<file path="config.mk">
export PLATFORM = sky130hd
export DESIGN_NAME = gsls_cell
export DESIGN_NICKNAME = d
export VERILOG_FILES = /design/src/hdl/gsls_pkg.sv /design/src/hdl/gsls_cell.sv
export SDC_FILE = /design/constraint.sdc
export NUM_CORES = 1
export LEC_CHECK = 0
export ABC_AREA = 0
export BUFFER_PORTS_ARGS = -buffer_cell sky130_fd_sc_hd__buf_2
export CAP_MARGIN = 30
export CORE_ASPECT_RATIO = 0.7
export CORE_MARGIN = 5
export CORE_UTILIZATION = 45
export DETAILED_ROUTE_END_ITERATION = 8
export GPL_ROUTABILITY_DRIVEN = 0
export PLACE_DENSITY = 0.82
export RECOVER_POWER = 25
export SLEW_MARGIN = 15
export SYNTH_ARGS = -nofsm -noshare
export SYNTH_HDL_FRONTEND = slang
export SYNTH_SLANG_ARGS = --single-unit
</file>
<file path="constraint.sdc">
create_clock -name clk -period 2 [get_ports clk]
set_input_delay 0 -clock clk [delete_from_list [all_inputs] [get_ports clk]]
set_output_delay 0 -clock clk [all_outputs]
set_load 0.01 [all_outputs]
</file>
<file path="src/hdl/gsls_pkg.sv">
// Shared types and constants for the Gauss-Seidel solver.
// No dependencies; imported by the top level, gsls_cell, gsls_div and gsls_checker.
package gsls_pkg;

  localparam int MAX_UNKNOWNS = 16;
  localparam int IDX_W        = 4;
  localparam int SIZE_W       = 5;
  localparam int ITER_W       = 8;
  localparam int VALUE_W      = 32;
  localparam int ACC_W        = 64;
  localparam int COEF_DEPTH   = MAX_UNKNOWNS * MAX_UNKNOWNS;
  localparam int COEF_AW      = 2 * IDX_W;

  localparam logic [1:0] CMD_COEF  = 2'd0;
  localparam logic [1:0] CMD_RHS   = 2'd1;
  localparam logic [1:0] CMD_START = 2'd2;

  localparam logic REG_SIZE = 1'b0;
  localparam logic REG_ITER = 1'b1;

  localparam logic [SIZE_W-1:0] SIZE_RESET = 5'd16;
  localparam logic [ITER_W-1:0] ITER_RESET = 8'd30;

  // Control shared by every cell of the solution ring.
  typedef struct packed {
    logic clr;
    logic shift;
  } cell_ctrl_t;

endpackage

</file>
<file path="src/hdl/gsls_cell.sv">
// One entry of the solution ring: holds x[k], shifts toward the head.
// Depends on gsls_pkg.
module gsls_cell import gsls_pkg::*; (
  input  logic               clk,
  input  cell_ctrl_t         ctrl,
  input  logic               wr,
  input  logic [VALUE_W-1:0] wr_val,
  input  logic [VALUE_W-1:0] nb_val,
  output logic [VALUE_W-1:0] val
);
  always_ff @(posedge clk) begin
    if (ctrl.clr) begin
      val <= '0;
    end else if (wr) begin
      val <= wr_val;
    end else if (ctrl.shift) begin
      val <= nb_val;
    end
  end
endmodule

</file>
; After elaboration in Yosys (flattened, before gate mapping)
; Index checks and enable logic that the tools add are counted.
[totals]
regBits = 32
latchBits = 0
mem_bits_rw = 0
romBits = 0
input_bits = 68
n_memories = 0
[op_classes]
addsub = 0
mul = 0
div = 0
magnitude_cmp = 0
eq_ne = 0
shifts = 0
n_mux = 2
bitwise = 0
reduce_logical = 1
[op_table]
columns = op, n
row1 = 2-to-1 mux 32 bit, 2
row2 = nonzero test 2 bit, 1

; Logic depth before layout (Yosys ltp)
[depth]
ltp_word = 2
depth_mapped = 4
mapped_depth_nobuf = 2

; Worst setup path before layout
; OpenSTA, ideal clock, no wires.
[synth_path]
kind = register -> register
startpoint = reg val[29] (netlist name)
endpoint = reg val[29]
setup_ps = 86
arrival_ps = 627
required_ps = 1914
slack_ps = 1288
path_stages_with_launch = 3
path_buffers = 0
period_less_slack_ps = 712
cell_sequence = dfxtp_1 > mux2i_1 > a211oi_1
[synth_lines]
columns = element, line_no
row1 = to (signal assigned), gsls_cell.sv:15  ; val <= wr_val;
row2 = to (signal assigned), gsls_cell.sv:17  ; val <= nb_val;
row3 = to (decl), gsls_cell.sv:9  ; output logic [VALUE_W-1:0] val

; Worst setup path in the final report
[layout_path]
startpoint = in wr
endpoint = reg val[26]
[layout_via]
elab_chain_len = 1
elab_cells_between_ends = 2
classes_between = mux (1) / reduce/logical (1)
[layout_rtl]
columns = element, line_no
row1 = from (decl), gsls_cell.sv:6  ; input logic wr,
row2 = 2-to-1 mux 32 bit or nonzero test 2 bit (tied branches), -
; Parallel ways exist; a longest one is shown, timed or not.
; A chain may end at the register's enable or synchronous reset.

==> results.txt <==
Number of global-route vias before repair - 1365
Outcome - finished clean
Critical path class - input port to flip-flop
Cell count along the critical path - 4
Ratio of cells with drive above 1 in the final layout - 0.391
Largest register FFs - 32
First-pass GRT wire length - 6.26 mm
Setup-failing EPs final - 0
Fin Hold WS - 0.0147 ns
Top Registers - val: 32 flops
Die H - 58.5 µm
Yosys top cell by area - dfxtp_1
Leak pwr - 0.000985 µW
WL/cell - 14.4 µm
Total die area - 4630 µm²
CTS Buf Count - 5
HP Class - input port to flip-flop
Worst Clk Skew - 0 ns
Number of diodes - 0
Tmin final - 0.803 ns
Core area - 3190 µm²
CTS tree - built
Slew headroom - 0.607
Final nets - 305
Cells on Worst Hold Path - 3
Die W - 79.2 µm
Via/cell ratio - 5.02
Largest net degree at the start of global routing - 34
Number of cells on the worst reg-to-reg path - 2
Most frequent cells in the layout - buf_2 (83), mux2i_1 (32), nor2b_1 (32), a211oi_1 (32), dfxtp_1 (32)
CP max-delay cell - buf_2
Area delta synth->final - 34.8%
Initial antenna violation count - 0
CP cell instances - buf_2 -> inv_1 -> buf_4 -> a211oi_1
Final-report hold violation count - 0
Synth area leaders - dfxtp_1 (42%), mux2i_1 (21%), a211oi_1 (16%)
CTS resizes - 0
Critical path arrival - 0.98 ns
Final Non-Filler Cells - 276
Boundary Pins - 100
Worst Path Max Fanout - 33
P per Cell Area - 729 nW/µm²
Number of port buffers - 99
Post-CTS Setup Bufs - 0
Drt total wl - 3.98 mm
Clk Latency, worst-skew pair - 0.27 ns
All-layer global routing usage - 0.169
Final cycle utilization of the critical path - 0.402
Vias - 1386
Post-DRT Antenna Nets - 0
Worst path top cell family by delay - buffers and inverters
Initial Util - 0.473
Placed Cells - 268
Fill cells - 299
Mapped Cells - 142
Clock root buffer - clkbuf_8
DR iter-0 viols - 36
Tot Pwr - 1480 µW
Slew @ Worst Pin - 0.590 ns
CTS Hold Buffers Added - 0
Synth Cell Area - 1510 µm²
Synth top area share - 0.424
Flops & latches, synth - 32
Most common cell after layout, fill and taps aside - buf_2
# clock sinks - 32
CTS max path bufs - 2
DR DRC count - 0
Gr ovfl total - 0
Slew Limit Fails - 0
Worst Path Buf+Inv - 3
Post-synth cell types - 8
Rows - 17
Syn Nets - 210
Worst path max stage delay - 0.39 ns
Sequential area share after synthesis - 0.424
Synth warn - 0
Clk slew on worst S/H paths - 0.07 ns
R2r setup slk - 1.24 ns
RSZ-0062 raised after global routing - no
Dpl hpwl - 2.88 mm
Synth Area per Inst - 10.6 µm²
Largest reg by FF count - val
H-tree depth - 2
Worst vdd ir - 398 µV
First-pass DRT Iterations - 4
FMAX - 1240 MHz
CP endpoint kind - flip-flop
Maxcap violations - 0
CP required - 2.18 ns
Startpoint types - input port
TNS Setup - 0 ns
per-stage QoR:
stage | instance area (µm²) | setup WS [ns] | util
after global placement | 1960 | 0.937 | 0.615
after floorplan | 1510 | 1.29 | -
after detailed placement | 1960 | 0.917 | 0.615
after CTS | 2060 | 1.20 | 0.644
final | 2040 | 1.20 | 0.638
after global routing | 2040 | 1.07 | 0.638
where the power goes:
group	switching [µW]	total (µW)	internal [µW]
Sequential	25.3	712	687
Clock	221	495	274
Combinational	137	277	140
per-layer routing:
layer | up-vias | GRT usage | share of wire
met1 | 634 | 0.214 | 0.45
met2 | 48 | 0.283 | 0.48
met3 | 2 | 0.0566 | 0.062
li1 | 702 | - | -
met4 | 0 | 0.0368 | 0.0048
met5 | - | 0 | 0
cell usage after synthesis:
cell type,n
clkbuf_1,9
mux2i_1,32
nor2b_1,32
a211oi_1,32
buf_6,1
dfxtp_1,32
buf_12,3
inv_1,1
worst paths after layout:
check	startpoint	endpoint
worst max-delay path	wr	val[26]
worst min-delay path	wr_val[10]	val[10]
worst max register to register	val[8]	val[8]
worst min register to register	val[18]	val[18]
layout make-up:
class                      count  area [µm²]  area share
timing repair buffer         101         490       0.241
multi-input combinational     96         761       0.374
clock inverter                 2        10.0     0.00492
inverter                       1        3.75     0.00184
clock buffer                   6        82.6      0.0406
sequential                    32         641       0.315
tap                           38        47.5      0.0234
logic make-up after synthesis:
| group | count (synthesis) | synth area share |
|---|---|---|
| and+or+nand+nor | 32 | 0.133 |
| AOI/OAI and AO/OA | 32 | 0.159 |
| DFF | 32 | 0.424 |
| buffers and inverters | 14 | 0.0721 |
| muxes | 32 | 0.212 |
tightest hold or removal path, delay by kind of cell:
family	cells	cell delay, ns
AND/OR/NAND/NOR	1	0.09
buffers and inverters	1	0.09
AO/OA/AOI/OAI	1	0.05
Power figures use the tool's default switching activity.
