`config.mk`:
```
export PLATFORM = sky130hd
export DESIGN_NAME = gsls_div
export DESIGN_NICKNAME = d
export VERILOG_FILES = /design/src/hdl/gsls_pkg.sv /design/src/hdl/gsls_div.sv
export SDC_FILE = /design/constraint.sdc
export NUM_CORES = 1
export LEC_CHECK = 0
export ABC_AREA = 1
export BUFFER_PORTS_ARGS = -buffer_cell sky130_fd_sc_hd__buf_2
export CAP_MARGIN = 30
export CELL_PAD_IN_SITES_DETAIL_PLACEMENT = 1
export CELL_PAD_IN_SITES_GLOBAL_PLACEMENT = 1
export CORE_ASPECT_RATIO = 0.7
export CORE_MARGIN = 8
export CORE_UTILIZATION = 43
export CTS_BUF_LIST = sky130_fd_sc_hd__clkbuf_2 sky130_fd_sc_hd__clkbuf_4 sky130_fd_sc_hd__clkbuf_8
export DETAILED_ROUTE_END_ITERATION = 10
export GPL_TIMING_DRIVEN = 0
export PLACE_DENSITY = 0.9
export SLEW_MARGIN = 5
export SYNTH_ARGS = -nofsm -noshare
export SYNTH_HDL_FRONTEND = slang
export SYNTH_SLANG_ARGS = --single-unit
```
`constraint.sdc`:
```
create_clock -name clk -period 19.7 [get_ports clk]
set_input_delay 3.94 -clock clk [delete_from_list [all_inputs] [get_ports clk]]
set_output_delay 3.94 -clock clk [all_outputs]
set_load 0.02 [all_outputs]
```
`src/hdl/gsls_pkg.sv`:
```
// Shared types and constants for the Gauss-Seidel solver.
// No dependencies; imported by the top level, gsls_cell, gsls_div and gsls_checker.
package gsls_pkg;

  localparam int MAX_UNKNOWNS = 16;
  localparam int IDX_W        = 4;
  localparam int SIZE_W       = 5;
  localparam int ITER_W       = 8;
  localparam int VALUE_W      = 32;
  localparam int ACC_W        = 64;
  localparam int COEF_DEPTH   = MAX_UNKNOWNS * MAX_UNKNOWNS;
  localparam int COEF_AW      = 2 * IDX_W;

  localparam logic [1:0] CMD_COEF  = 2'd0;
  localparam logic [1:0] CMD_RHS   = 2'd1;
  localparam logic [1:0] CMD_START = 2'd2;

  localparam logic REG_SIZE = 1'b0;
  localparam logic REG_ITER = 1'b1;

  localparam logic [SIZE_W-1:0] SIZE_RESET = 5'd16;
  localparam logic [ITER_W-1:0] ITER_RESET = 8'd30;

  // Control shared by every cell of the solution ring.
  typedef struct packed {
    logic clr;
    logic shift;
  } cell_ctrl_t;

endpackage

```
`src/hdl/gsls_div.sv`:
```
// Radix-2 restoring divider: 64-bit signed numerator by 32-bit signed
// divisor, truncated toward zero and clamped to 32 bits. Depends on gsls_pkg.
module gsls_div import gsls_pkg::*; (
  input  logic               clk,
  input  logic               rst,
  input  logic               start,
  input  logic [ACC_W-1:0]   num,
  input  logic [VALUE_W-1:0] den,
  output logic               done,
  output logic [VALUE_W-1:0] quot
);
  logic               busy;
  logic [6:0]         cnt;
  logic               neg;
  logic [VALUE_W-1:0] dmag;
  logic [VALUE_W-1:0] rem;
  logic [ACC_W-1:0]   q;
  logic [VALUE_W:0]   rem_sh;
  logic [VALUE_W+1:0] trial;
  logic [ACC_W-1:0]   q_next;
  logic [VALUE_W-1:0] rem_next;

  localparam logic [ACC_W-1:0] POS_MAX = ACC_W'((64'd1 << (VALUE_W - 1)) - 64'd1);
  localparam logic [ACC_W-1:0] NEG_MAG = ACC_W'(64'd1 << (VALUE_W - 1));

  always_comb begin
    rem_sh   = {rem, q[ACC_W-1]};
    trial    = {1'b0, rem_sh} - {2'b00, dmag};
    q_next   = {q[ACC_W-2:0], ~trial[VALUE_W+1]};
    rem_next = trial[VALUE_W+1] ? rem_sh[VALUE_W-1:0] : trial[VALUE_W-1:0];
  end

  always_ff @(posedge clk) begin
    if (rst) begin
      busy <= 1'b0;
      done <= 1'b0;
      cnt  <= '0;
    end else begin
      done <= 1'b0;
      if (start) begin
        busy <= 1'b1;
        cnt  <= '0;
        neg  <= num[ACC_W-1] ^ den[VALUE_W-1];
        q    <= num[ACC_W-1] ? (~num + 1'b1) : num;
        dmag <= den[VALUE_W-1] ? (~den + 1'b1) : den;
        rem  <= '0;
      end else if (busy) begin
        q   <= q_next;
        rem <= rem_next;
        cnt <= cnt + 7'd1;
        if (cnt == 7'(ACC_W - 1)) begin
          busy <= 1'b0;
          done <= 1'b1;
          // clamp the signed quotient to the value range
          if (neg) begin
            quot <= (q_next > NEG_MAG) ? {1'b1, {(VALUE_W-1){1'b0}}}
                                       : (~q_next[VALUE_W-1:0] + 1'b1);
          end else begin
            quot <= (q_next > POS_MAX) ? {1'b0, {(VALUE_W-1){1'b1}}}
                                       : q_next[VALUE_W-1:0];
          end
        end
      end
    end
  end
endmodule

```
# Word level (Yosys, flattened, before mapping)
# Index checks and enable logic that the tools add are counted.
totals:
  mem_bits_rw: 0
  memories: 0
  reg_bits: 170
  latchBits: 0
  output_inout_bits: 33
  in_bits: 99
  rom_bits: 0
op_classes:
  n_addsub: 5
  mul: 0
  n_bitwise: 8
  n_reduce_logical: 6
  n_lt_le_gt_ge: 2
  div_mod_pow: 0
  eq_ne: 1
  muxes: 13
  n_shift: 0
ops:
  columns: ["op", "n"]
  rows:
  - ["64-bit two-way mux", 3]
  - ["32-bit two-way mux", 5]
  - ["32-bit by 1-bit adder with 32-bit output, second input constant", 2]
  - ["64-bit by 1-bit adder with 64-bit output, second input constant", 1]
  - ["64-bit by 31-bit greater-than comparator with 1-bit output, second input constant", 1]
  - ["64-bit by 32-bit greater-than comparator with 1-bit output, second input constant", 1]
  - ["32-bit inverter", 2]
  - ["64-bit inverter", 1]
  - ["33-bit by 32-bit subtractor with 34-bit output", 1]
  - ["31-bit two-way mux", 1]
  - ["7-bit by 1-bit adder with 7-bit output, second input constant", 1]
  - ["7-bit by 6-bit equality test with 1-bit output, second input constant", 1]
  - ["1-bit two-way mux", 4]
  - ["1-bit inverter", 4]
  - ["2-bit AND reduction", 2]
  - ["4-bit AND reduction", 1]
  - ["3-bit OR reduction", 1]
  - ["2-bit nonzero test", 1]
  - ["2-bit OR reduction", 1]
  - ["1-bit XOR", 1]

# Longest topological paths before layout
depth:
  word_depth: 6
  ltp_mapped: 23
  depth_no_buf: 23

# Worst setup path before layout
# Ideal clock, no wire load.
synth_path:
  kind: "input -> register"
  startpoint: "in start"
  endpoint: "reg q[0], enable pin"
  path_slack_ns: 9.998
  n_path_buf: 2
  arrival_ns: 9.117
  cell_stages: 4
  cell_sequence: "clkbuf_1 > inv_1 > clkbuf_1 > a21oi_1"
synth_between:
  elab_chain_len: 2
synth_rtl:
  columns: ["element", "line_no", "rtl"]
  rows:
  - ["from (decl)", "gsls_div.sv:6", "input logic start,"]
  - ["2-bit nonzero test (no source line)", null, null]
  - ["2-bit AND reduction (no source line)", null, null]
  - ["to (signal assigned)", "gsls_div.sv:44", "q <= num[ACC_W-1] ? (~num + 1'b1) : num;"]
  - ["to (signal assigned)", "gsls_div.sv:48", "q <= q_next;"]
  - ["to (decl)", "gsls_div.sv:17", "logic [ACC_W-1:0] q;"]
# No other way between the ends.
# A chain may end at the register's enable or synchronous reset.

# Final worst setup path
layout_path:
  startpoint: "in start"
  endpoint: "reg q[47], data pin"
layout_between:
  elab_chain_len: 1
layout_rtl:
  columns: ["element", "line_no", "rtl"]
  rows:
  - ["64-bit two-way mux", "gsls_div.sv:40", "if (start) begin"]
# No other way between the ends.

==> flow_metrics.py <==
metrics = {
    "outcome": {
        "outcome": "complete, no violations",
    },
    "drt": {
        "ant_nets": 0,
        "highest_layer": "met5",
        "wl_met3_um": 4050,
        "drc": 0,
        "firstDrtPassIters": 5,
        "vias_per_cell": 5.78,
        "wl_met2_um": 22300,
        "wire_per_inst_um": 21.9,
        "postRouteWirelength_um": 48400,
        "drt-met1-wl_um": 20700,
        "vias": 12800,
        "first_iter_violations": 1161,
    },
    "cells_and_area": {
        "fin_nets": 1955,
        "area_growth_pct": 13.1,
        "final_cell_area_mm2": 0.0142,
        "post_route_cells_drive_above_1_share": 0.116,
    },
    "sta": {
        "period_needed_ns": 6.25,
        "setup_violations": 0,
        "slew_headroom": 0.304,
        "rsz0062_at_grt": "false",
        "finalHoldWorstSlack_ns": 0.472,
        "fmax_mhz": 160,
        "skew_ns": 0.0211,
        "fin_crit_sh": 0.317,
        "drv_slew": 0,
        "fin_ws_ns": 13.45,
        "setup_tns_ns": 0,
        "hold_viol_final": 0,
        "tightestPinTransition_ns": 1.04,
    },
    "die": {
        "pin_count": 132,
        "dieWidth_um": 221,
        "die-area_mm2": 0.0351,
        "die_h_um": 159,
        "rows": 52,
        "core_mm2": 0.0289,
        "initial_core_util": 0.436,
    },
    "pwr": {
        "vdd_drop_max_mv": 0.0447,
        "p_per_area_mw_per_mm2": 67.4,
        "power_leakage_nw": 5.88,
        "power_mw": 0.959,
    },
    "critical_path": {
        "rr_startpoint": "rem[9]",
        "required_ns": 20.01,
        "worstReg2RegEnd": "quot[28]",
        "timing.reg2reg.setup_slack_ns": 15.49,
        "reg2regPathDepth": 18,
        "crit_fanout": 10,
        "crit_path_start_kind": "primary input",
        "cp-end-kind": "flop",
        "cp_data_arrival_time_ns": 6.56,
        "criticalPathCategory": "primary input to flop",
    },
    "yosys": {
        "synth_area_per_cell_um2": 7.56,
        "yosysWarnings": 0,
        "yosysMostFrequentCell": "nand2_1",
        "synth.distinct_cells": 50,
        "post_synth_main_area_contributors": "edfxtp_1 (38%), nand2_1 (10%), nor2_1 (6.4%), o21ai_0 (6.2%), inv_1 (6.1%)",
        "synth-edff-count": 161,
        "seq_area_frac_synth": 0.398,
        "ys_seq_elements": 170,
        "netlist.top_cell.by_area": "edfxtp_1",
        "netlist.area_leader.share": 0.384,
        "netlist_instances": 1666,
        "ys.flop_type": "edfxtp_1",
        "synthesis.nets": 1802,
        "synth_common_cells": "nand2_1 (341), nor2_1 (216), inv_1 (203)",
        "synth_area_mm2": 0.0126,
        "async_flop_share": 0,
    },
    "clock_tree": {
        "clk_pin_slew_ns": 0.10,
        "postCtsSetupBuffers": 0,
        "clk_latency_ns": 0.48,
        "numCtsBuffers": 17,
        "htreeDepth": 4,
        "cts_tree": "built",
        "postCtsResizedCells": 0,
        "cts_buffer_depth": 2,
        "cts.sinks": 170,
        "hold_buffers": 0,
        "cts_root_buffer": "clkbuf_8",
    },
    "grt": {
        "gr-total-overflow": 0,
        "grt_usage": 0.271,
        "antenna_found_initial": 5,
        "grt_max_degree": 35,
        "grt_pass1_wl_um": 74300,
        "grt_pass1_vias": 13200,
    },
    "hold_path": {
        "hp-class": "flop to flop",
        "hp-start": "cnt[5]",
        "holdPathStages": 2,
        "min_to": "cnt[5]",
    },
    "place": {
        "port_buffers": 128,
        "place_congestion": 1.00,
        "dp_hpwl_um": 38800,
        "dp_worst_setup_slack_ns": 13.05,
        "place_area_mm2": 0.0139,
    },
    "job": {
        "cap_violations": 0,
    },
}
## logic make-up after synthesis
kind of cell / count (synthesis) / synth area share
AO/OA/AOI/OAI: 311 / 0.132
XOR/XNOR: 113 / 0.0786
adder cells (fa/ha/maj): 37 / 0.0374
buffers and inverters: 251 / 0.0778
flip-flops: 170 / 0.398
AND/OR/NAND/NOR: 784 / 0.276
## worst max-delay path by stage
stage          start  endpoint  cells after the start
2_1_floorplan  start      q[0]                      4
3_3_place_gp   start   rem[10]                      4
3_5_place_dp   start    rem[7]                      7
4_1_cts        start   rem[13]                      7
5_1_grt        start    rem[8]                      7
6_report       start     q[47]                      7
## placed cells by master, fill, tap and decap left out, types with 27 or more instances in the layout
cell type | synthesis | routed
clkbuf_1 | 32 | 32
o21ai_0 | 156 | 156
ha_1 | 36 | 36
edfxtp_1 | 161 | 161
buf_2 | 3 | 131
xor2_1 | 79 | 79
nand2_1 | 341 | 341
nor2_1 | 216 | 214
nand3_1 | 95 | 95
nand4_1 | 39 | 39
inv_1 | 203 | 203
a21oi_1 | 78 | 77
o21ai_1 | 27 | 27
nor3_1 | 30 | 30
xnor2_1 | 34 | 34
## power by group
| group | internal (mW) | switching [mW] | leakage [nW] |
|---|---|---|---|
| Combinational | 0.0876 | 0.185 | 4.11 |
| Sequential | 0.428 | 0.0200 | 1.60 |
| Clock | 0.0914 | 0.147 | 0.176 |
## area by class of cell
class | instances | area [um2]
fillers | 3738 | 14600
clock buffers | 18 | 241
well taps | 378 | 473
clock inverters | 14 | 111
diodes | 4 | 10.0
plain buffers | 46 | 210
inverters | 205 | 769
flip-flops and latches | 170 | 5010
multi-input cells | 1245 | 6630
repair buffers | 134 | 783
## flip-flops by register name (all words and copies together) (netlist names)
name and cells:
rem 32, q 64, dmag 32, busy 1
done 1, quot 32, neg 1, cnt 7
## worst max-delay path, cell delays in order
cell,delay [ns]
clkbuf_1,0.19
inv_1,0.22
clkbuf_1,0.81
clkbuf_1,0.65
clkbuf_1,0.47
nand2_1,0.14
o21ai_0,0.13
## routing by layer
layer  GRT usage  vias up
li1            -     5922
met1       0.361     6207
met2       0.436      587
met3      0.0511       87
met4      0.0956        2
met5           0        -
## metrics by stage
step	util	std cells
floorplan	-	1666
global placement	0.474	2172
detailed placement	0.480	2177
CTS	0.492	2209
global route	0.493	2214
finish	0.493	2214
Power figures use the tool's default switching activity.
